[config.mk]
export PLATFORM = sky130hd
export DESIGN_NAME = poly_voice_allocator_top
export DESIGN_NICKNAME = d
export VERILOG_FILES = /design/src/rtl/core/pva_pkg.sv /design/src/rtl/core/pva_cell.sv /design/src/rtl/core/poly_voice_allocator_top.sv
export SDC_FILE = /design/constraint.sdc
export NUM_CORES = 2
export LEC_CHECK = 0
export BUFFER_PORTS_ARGS = -buffer_cell sky130_fd_sc_hd__buf_2
export CORE_ASPECT_RATIO = 1.75
export CORE_MARGIN = 2
export CORE_UTILIZATION = 50
export DETAILED_ROUTE_END_ITERATION = 16
export HOLD_SLACK_MARGIN = 0.03
export PLACE_DENSITY = 0.64
export SLEW_MARGIN = 20
export SYNTH_ARGS = -nofsm -noshare
export SYNTH_HDL_FRONTEND = slang
export SYNTH_SLANG_ARGS = --single-unit
[constraint.sdc]
create_clock -name clk -period 7.54 [get_ports clk]
set_input_delay 0 -clock clk [delete_from_list [all_inputs] [get_ports clk]]
set_output_delay 0 -clock clk [all_outputs]
set_load 0.03 [all_outputs]
[src/rtl/core/pva_pkg.sv]
// Shared constants, types and the pitch function of the voice allocator.
// No dependencies; imported by every module of the block.
`timescale 1ns / 1ps

package pva_pkg;

  localparam int VOICES     = 8;
  localparam int STAMP_BITS = 32;
  localparam int IDX_W      = (VOICES > 1) ? $clog2(VOICES) : 1;
  localparam int NOTE_W     = 7;
  localparam int VOICE_W    = 3;
  localparam int PITCH_W    = 16;

  // Middle C and the reciprocal of three for an 18-bit shift
  localparam logic signed [7:0] NOTE_CENTER = 8'sd60;
  localparam logic [16:0]       RECIP_3     = 17'd87382;
  localparam int                RECIP_SHIFT = 18;

  typedef enum logic [1:0] {
    CMD_TICK = 2'd0,
    CMD_ON   = 2'd1,
    CMD_OFF  = 2'd2
  } cmd_t;

  // Search token handed from cell to cell
  typedef struct packed {
    logic                  valid;
    logic                  is_on;
    logic [NOTE_W-1:0]     note;
    logic [STAMP_BITS-1:0] best_stamp;
    logic [IDX_W-1:0]      best_idx;
    logic                  found;
    logic [IDX_W-1:0]      hit_idx;
  } tok_t;

  // Write broadcast to all cells
  typedef struct packed {
    logic                  en;
    logic [IDX_W-1:0]      idx;
    logic                  held;
    logic [NOTE_W-1:0]     note;
    logic [STAMP_BITS-1:0] stamp;
  } upd_t;

  // (note - 60) / 12 in Q.12, rounded to nearest: (|d| * 1024 + 1) / 3 with sign
  function automatic logic signed [PITCH_W-1:0] pitch_of(input logic [NOTE_W-1:0] note);
    logic signed [7:0]       d;
    logic [NOTE_W-1:0]       mag;
    logic [16:0]             x;
    logic [33:0]             prod;
    logic [PITCH_W-1:0]      q;
    d    = $signed({1'b0, note}) - NOTE_CENTER;
    mag  = d[7] ? 7'(-d) : d[6:0];
    x    = {mag, 10'b0} + 17'd1;
    prod = 34'(x) * 34'(RECIP_3);
    q    = prod[RECIP_SHIFT+PITCH_W-1:RECIP_SHIFT];
    return $signed(d[7] ? 16'(-q) : q);
  endfunction

endpackage

[src/rtl/core/pva_cell.sv]
// One voice cell: holds note, held flag and stamp, and refines the search token.
// Depends on pva_pkg for the token and write broadcast types.
`timescale 1ns / 1ps

module pva_cell import pva_pkg::*; (
  input  logic             clk,
  input  logic             rst_n,
  input  logic [IDX_W-1:0] cell_idx,
  input  tok_t             tok_in,
  input  upd_t             upd,
  output tok_t             tok_out
);

  logic [NOTE_W-1:0]     note_r;
  logic                  held_r;
  logic [STAMP_BITS-1:0] stamp_r;
  tok_t                  tok_r;
  tok_t                  tok_nxt;

  // Refine the token with this voice: oldest stamp for a request to start,
  // last held match for a release
  always_comb begin
    tok_nxt = tok_in;
    if (tok_in.valid) begin
      if (tok_in.is_on) begin
        if (stamp_r < tok_in.best_stamp) begin
          tok_nxt.best_stamp = stamp_r;
          tok_nxt.best_idx   = cell_idx;
        end
      end else if (held_r && (note_r == tok_in.note)) begin
        tok_nxt.found   = 1'b1;
        tok_nxt.hit_idx = cell_idx;
      end
    end
  end

  // Advance the token and take a write aimed at this voice
  always_ff @(posedge clk) begin
    if (!rst_n) begin
      note_r  <= '0;
      held_r  <= 1'b0;
      stamp_r <= '0;
      tok_r   <= '0;
    end else begin
      tok_r <= tok_nxt;
      if (upd.en && (upd.idx == cell_idx)) begin
        note_r  <= upd.note;
        held_r  <= upd.held;
        stamp_r <= upd.stamp;
      end
    end
  end

  assign tok_out = tok_r;

endmodule

[src/rtl/core/poly_voice_allocator_top.sv]
// Polyphonic voice allocator top: controller, sample clock and chain of voice cells.
// Depends on pva_pkg and pva_cell.
//
// Usage:
//   A request is taken at a rising edge with start high and busy low. The
//   command selects a sample tick, a note on or a note off (note on with zero
//   velocity counts as note off); command 3 is dropped.
//   A tick completes at once: busy stays low and the next request may follow
//   in the next cycle.
//   A note request launches a search token into the row of VOICES cells; it
//   moves one cell per cycle. In the cycle after it reaches the last cell's
//   output the result appears on the out_ ports with out_strobe high for one
//   cycle, and the chosen voice is written in the cycle after that. Busy stays
//   high from the accept until that write, so no request is taken meanwhile.
//   A note off with no held voice on that note gives no strobe.
//   The receiver cannot stall: each result is valid for its strobe cycle only.
//   Synchronous reset clears all voices, stamps and the sample counter; the
//   block is ready in the cycle after reset is released.
`timescale 1ns / 1ps

module poly_voice_allocator_top import pva_pkg::*; (
  input  logic                      clk,
  input  logic                      rst_n,
  input  logic                      start,
  output logic                      busy,
  input  logic [1:0]                in_command,
  input  logic [NOTE_W-1:0]         in_note,
  input  logic [NOTE_W-1:0]         in_velocity,
  output logic                      out_strobe,
  output logic [VOICE_W-1:0]        out_voice,
  output logic [NOTE_W-1:0]         out_note_out,
  output logic                      out_gate,
  output logic signed [PITCH_W-1:0] out_pitch_cv
);

  typedef enum logic [1:0] {
    ST_IDLE,
    ST_SCAN,
    ST_WRITE
  } state_t;

  state_t                     state_r, state_nxt;
  logic [STAMP_BITS-1:0]      sample_time_r, sample_time_nxt;
  tok_t                       launch_r, launch_nxt;
  upd_t                       upd_r, upd_nxt;
  logic                       strobe_r, strobe_nxt;
  logic [VOICE_W-1:0]         voice_r, voice_nxt;
  logic [NOTE_W-1:0]          note_out_r, note_out_nxt;
  logic                       gate_r, gate_nxt;
  logic signed [PITCH_W-1:0]  pitch_r, pitch_nxt;

  tok_t                       chain [VOICES+1];
  tok_t                       last_tok;
  logic [IDX_W-1:0]           sel_idx;
  logic [IDX_W+VOICE_W-1:0]   sel_ext;

  // Row of voice cells
  assign chain[0] = launch_r;

  for (genvar g = 0; g < VOICES; g++) begin : g_cell
    pva_cell u_cell (
      .clk      (clk),
      .rst_n    (rst_n),
      .cell_idx (IDX_W'(g)),
      .tok_in   (chain[g]),
      .upd      (upd_r),
      .tok_out  (chain[g+1])
    );
  end

  assign last_tok = chain[VOICES];
  assign sel_idx  = last_tok.is_on ? last_tok.best_idx : last_tok.hit_idx;
  assign sel_ext  = {{VOICE_W{1'b0}}, sel_idx};

  // Sequence one request: count a tick, or launch, wait for the token, report, write
  always_comb begin
    state_nxt       = state_r;
    sample_time_nxt = sample_time_r;
    launch_nxt      = launch_r;
    launch_nxt.valid = 1'b0;
    upd_nxt         = upd_r;
    upd_nxt.en      = 1'b0;
    strobe_nxt      = 1'b0;
    voice_nxt       = voice_r;
    note_out_nxt    = note_out_r;
    gate_nxt        = gate_r;
    pitch_nxt       = pitch_r;
    case (state_r)
      ST_IDLE: begin
        if (start) begin
          case (in_command)
            CMD_TICK: begin
              sample_time_nxt = sample_time_r + 1'b1;
            end
            CMD_ON, CMD_OFF: begin
              launch_nxt.valid      = 1'b1;
              launch_nxt.is_on      = (in_command == CMD_ON) && (in_velocity != '0);
              launch_nxt.note       = in_note;
              launch_nxt.best_stamp = '1;
              launch_nxt.best_idx   = '0;
              launch_nxt.found      = 1'b0;
              launch_nxt.hit_idx    = '0;
              state_nxt             = ST_SCAN;
            end
            default: begin
            end
          endcase
        end
      end
      ST_SCAN: begin
        if (last_tok.valid) begin
          upd_nxt.idx   = sel_idx;
          upd_nxt.held  = last_tok.is_on;
          upd_nxt.note  = last_tok.note;
          upd_nxt.stamp = sample_time_r;
          if (last_tok.is_on || last_tok.found) begin
            upd_nxt.en = 1'b1;
            strobe_nxt = 1'b1;
          end
          voice_nxt    = sel_ext[VOICE_W-1:0];
          note_out_nxt = last_tok.note;
          gate_nxt     = last_tok.is_on;
          pitch_nxt    = pitch_of(last_tok.note);
          state_nxt    = ST_WRITE;
        end
      end
      ST_WRITE: begin
        state_nxt = ST_IDLE;
      end
      default: begin
        state_nxt = ST_IDLE;
      end
    endcase
  end

  // Hold state and registered outputs
  always_ff @(posedge clk) begin
    if (!rst_n) begin
      state_r       <= ST_IDLE;
      sample_time_r <= '0;
      launch_r      <= '0;
      upd_r         <= '0;
      strobe_r      <= 1'b0;
    end else begin
      state_r       <= state_nxt;
      sample_time_r <= sample_time_nxt;
      launch_r      <= launch_nxt;
      upd_r         <= upd_nxt;
      strobe_r      <= strobe_nxt;
      voice_r       <= voice_nxt;
      note_out_r    <= note_out_nxt;
      gate_r        <= gate_nxt;
      pitch_r       <= pitch_nxt;
    end
  end

  assign busy         = (state_r != ST_IDLE);
  assign out_strobe   = strobe_r;
  assign out_voice    = voice_r;
  assign out_note_out = note_out_r;
  assign out_gate     = gate_r;
  assign out_pitch_cv = pitch_r;

endmodule

# Word-level counts from Yosys, hierarchy flattened
# Cells that the tools add are included.
# W data, S select, Z words.
# word_totals
ram_bits,0
latchBits,0
inputBits,19
out_inout_bits,29
mem_count,0
word_cells,212
rom_bits,0
reg_bits,787
# op_classes
eq_ne,21
bitwise,2
n_addsub,5
div,0
n_shift,0
order_cmp,8
n_mux,49
reduce_logical,32
n_mul,1
# op_table
op,n
$mux W35,14
$mux W39,7
$lt A32 B32 Y1,8
$mux W4,16
$eq A7 B7 Y1,8
$mux W48,1
$mul A17 B16 Y33 const B,1
$add A32 B1 Y32 const B,1
$reduce_and A3 Y1,6
$add A17 B1 Y17 const B,1
$logic_and A1 B1 Y1,17
$mux W16,1
$neg A16 Y16,1
$mux W7,2
$eq A3 B3 Y1 const B,4
$mux W3,3
$sub A7 B6 Y8 const B,1
$neg A7 Y7,1
$reduce_bool A7 Y1,1
$eq A3 B2 Y1 const B,2
$mux W2,3
$eq A2 B1 Y1 const B,2
$logic_not A2 Y1,2
$ne A2 B1 Y1 const B,2
other kinds (12),13

# Logic depth before layout (Yosys ltp)
# depth
word_depth,7
mapped_depth,25
depth_no_buf,24

# By module
# A second synthesis with hierarchy kept.
# unflattened
hier_cells,4241
hier_area_um2,41091.9
# by_module_without_submodules
module,instances,area_each_um2,cells_each,seq_area_each_um2
pva_cell,8,4206.5,431,1761.7
poly_voice_allocator_top,1,7439.6,793,2572.5

# Least setup slack after synthesis
# No wires, ideal clock.
# synth_path
path_type,flip-flop to flip-flop
from,register g_cell[7].u_cell.tok_r (netlist bit g_cell[7].u_cell.tok_out[41])
to,"register pitch_r[15], in the netlist out_pitch_cv[15], data pin"
n_path_buf,1
t_arrival_ns,5.984
synth_period_minus_slack_ns,6.252
setup_ns,0.268
slack_ns,1.288
required_time_ns,7.272
stages_incl_launch_ff,25
path_cell_list,dfxtp_1 ha_1 nand2b_1 o21ai_0 a21oi_1 o21ai_0 ha_1 ha_1 fa_1 inv_1 fa_1 inv_1 ha_1 ha_1 ha_1 buf_6 a21o_1 a21o_1 a211oi_1 o31ai_2 a221oi_2 xnor2_1 nand3_2 o31ai_2 xnor3_1
# synth_via
elab_chain_len,7
# synth_lines
element,line,text
start: declaration,pva_cell.sv:17,tok_t tok_r;
start signal: assignment,pva_cell.sv:45,tok_r <= tok_nxt;
$sub A7 B6 Y8 *,pva_pkg.sv:52,"d = $signed({1'b0, note}) - NOTE_CENTER;"
$neg A7 Y7,pva_pkg.sv:53,mag = d[7] ? 7'(-d) : d[6:0];
$mux W7,pva_pkg.sv:53,
$add A17 B1 Y17,pva_pkg.sv:54,"x = {mag, 10'b0} + 17'd1;"
$mul A17 B16 Y33,pva_pkg.sv:55,prod = 34'(x) * 34'(RECIP_3);
$neg A16 Y16,pva_pkg.sv:57,return $signed(d[7] ? 16'(-q) : q);
$mux W16 *,pva_pkg.sv:57,
end signal: assignment,poly_voice_allocator_top.sv:153,pitch_r <= pitch_nxt;
end: declaration,poly_voice_allocator_top.sv:50,"logic signed [PITCH_W-1:0] pitch_r, pitch_nxt;"
# Every way passes the cells marked *; elsewhere a longest branch is shown, timed or not.
# A chain may end at the register's enable or synchronous reset.

# Final worst setup path
# Ends and elaborated chain as after synthesis.

==> out/metrics.cfg <==
[status]
status=finished, final reports clean

[yosys]
yosys_warnings=0
ys_types=78
synth_top_area_share_pct=40.95
synth_largest_area_cell=dfxtp_1
synth_common_cells=nand2_1, dfxtp_1, a21oi_1, ha_1, inv_1
synth_flop_cell=dfxtp_1
synth_most_common_cell=nand2_1
async_flop_share_pct=0
synth_edf_count=27
ys_top_cells_by_area=dfxtp_1, nand2_1, ha_1
synth_fp_nets=4679
ys_seq_area_share_pct=43.18
avgSynthCellArea_um2=8.483
synth_area_um2=36470
syn_inst=4299
ys_ff_latch=773

[grt]
antenna_found_initial=0
first_global_vias=26480
overflow=0
grtUsageTotal_pct=22.27
grt_max_degree=215
grt_pass1_wl_mm=136.5

[setup_path]
cp_slowest_stage_delay_ns=0.53
r2r-end=out_pitch_cv[15]$_DFFE_PP_
startpoint=g_cell[7].u_cell.tok_out[41]$_SDFF_PN0_
crit_path_frequent_cell=ha_1
r2r-start=g_cell[7].u_cell.tok_out[41]$_SDFF_PN0_
start_kind=flop
crit_slowest_cell=dfxtp_1
crit_arrival_ns=7.02
critPathTopFamily=adder cells
cp-endpoint=out_pitch_cv[15]$_DFFE_PP_
crit_required_ns=7.91
crit_type=reg2reg
rrSetupSlack_ns=0.89
end_kind=flop
critPathBufInv=3
path_max_fanout=10
critical_path_depth=25
rr_worst_depth=25

[finish]
synthToLayoutAreaGrowth_pct=9.219
diodes=0
drive_above_1_share_pct=5.722
final_nets=4604
n_fill_cell=6692

[floorplan]
start_util_pct=50.22
die_w_um=208.2
die_area_um2=75200
io_pins=48
core_um2=72610
num_rows=131
fp.dieH_um=361.3

[power]
cellLeakagePower_nw=16.13
power.density_nw_per_um2=207.3
vdd_drop_max_mv=0.1446

[drt]
avgRoutedWirePerCell_um=15.96
ant_nets=0
drtIter0Drc=1603
vias_per_cell=5.208
num_vias=27150
drt_wl_total_mm=83.19
drt-pass1-iter-count=5
drcViolationCount=0

[clock_network]
holdBufCountCts=19
cts_tree=built
cts_setup_buffers=0
clk_latency_ns=0.64
htree_levels=3
cts_buffers=71
cts_resized=0
cts-root-buf=clkbuf_16
clk_pin_slew_ns=0.06
clock_sinks=773
max-clock-path-buffers=3

[timing]
slew_headroom_pct=31.39
setup_tns_ns=0
slew_violations=0
setup_slack_ns=0.8924
fin_crit_ns=6.648
setup_violations=0
final.setup_skew_ns=0.01850
worstMarginPinSlew_ns=1.029
period_share_pct=88.16
final_hold_viol_count=0
clock.fmax_ghz=0.1504
grt_setup_unrepaired=no

[placed_design]
port_buffers=47
gp_congestion=0.8421
hpwl_mm=58.96
place_ws_ns=0.8803

[run]
drv_cap=0

[min_path]
hp-class=in2reg

## state kept, by name, summed over array words and instances (netlist names)
register,flops
state_r,2
out_voice,3
upd_r,43
g_cell.u_cell.tok_out,338
out_strobe,1
g_cell.u_cell.held_r,8
g_cell.u_cell.stamp_r,256
sample_time_r,32
chain,10
out_note_out,7
out_pitch_cv,16
out_gate,1
g_cell.u_cell.note_r,56
## kinds of logic (layout without fill, tap and decap cells)
| logic type | after synthesis | count (layout) | synth area share, % |
|---|---|---|---|
| XOR/XNOR | 116 | 116 | 2.824 |
| AND/OR/NAND/NOR | 1603 | 1603 | 18.55 |
| adder cells (fa/ha/maj) | 361 | 361 | 12.82 |
| AO/OA/AOI/OAI | 709 | 709 | 11.38 |
| flip-flops | 773 | 773 | 43.18 |
| multiplexers | 196 | 196 | 5.390 |
| buffers and inverters | 541 | 524 | 5.864 |
## worst register-to-register path: cells and delay by family, from the launching register on
family          cells  cell delay (ns)
compound gates      7             1.63
buf+inv             3             0.28
fa+ha+maj           8             2.92
flops               1             0.53
xor+xnor            3             0.68
simple gates        4             0.34
## power breakdown
| part | switching (W) | internal (W) |
|---|---|---|
| Combinational | 0.000235 | 0.000135 |
| Sequential | 0.0000168 | 0.00414 |
| Clock | 0.00159 | 0.00214 |
| Total | 0.00184 | 0.00642 |
## per-layer routing
metal / track usage [%] / routed length [um] / vias up
met4: 7.462 / 2073 / 0
met1: 25.51 / 34930 / 12680
met2: 42.35 / 43670 / 383
met5: 0 / 0 / -
li1: - / - / 13980
met3: 2.778 / 2511 / 106
## final cells by class
| type | count | area (um2) | share of cell area, % |
|---|---|---|---|
| clock buffer | 101 | 2073 | 5.205 |
| clock inverter | 30 | 340.3 | 0.8545 |
| inverter | 286 | 1081 | 2.714 |
| multi-input combinational | 2985 | 18670 | 46.87 |
| sequential | 773 | 15750 | 39.53 |
| tap | 931 | 1165 | 2.925 |
| timing repair buffer | 107 | 755.7 | 1.897 |
## layout by cell type (no fill, tap or decap), types with 24 or more instances in the layout
cell type  netlist  final
a21o_1         132    132
a21oi_1        455    455
and2_1          76     76
buf_2           11     46
buf_4            6     40
clkbuf_16        0     74
dfxtp_1        746    746
edfxtp_1        27     27
ha_1           340    340
inv_1          284    284
mux2i_1        193    193
nand2_1       1194   1193
nand3_1         29     29
nand4_1         56     56
nor2_1         118    111
nor3_1          26     24
o21ai_0         45     45
xnor2_1         66     66
xor2_1          49     49
## through the flow
| stage | power, W | util [%] | std cells | instance area (um2) | hold slack (ns) |
|---|---|---|---|---|---|
| detailed placement | 0.004618 | 51.27 | 5063 | 37230 | 0.2505 |
| finish | 0.008257 | 54.85 | 5213 | 39830 | 0.07063 |
| global route | 0.008544 | 54.85 | 5213 | 39830 | 0.1299 |
| global placement | 0.004611 | 51.27 | 5063 | 37230 | 0.2438 |
| CTS | 0.008359 | 54.85 | 5213 | 39830 | 0.07493 |
| floorplan | 0.004509 | - | 4299 | 36470 | 0.1360 |
## worst min path at each step
stage	from	to	cells after the start
after floorplan	in_note[0]	chain[423]$_SDFFE_PN0P_	2
after global placement	in_note[5]	chain[428]$_SDFFE_PN0P_	3
after detailed placement	in_note[5]	chain[428]$_SDFFE_PN0P_	3
after CTS	start	sample_time_r[0]$_SDFFE_PN0P_	4
after global routing	start	sample_time_r[0]$_SDFFE_PN0P_	4
final	start	sample_time_r[0]$_SDFFE_PN0P_	4
(Power assumes the default switching activity.)
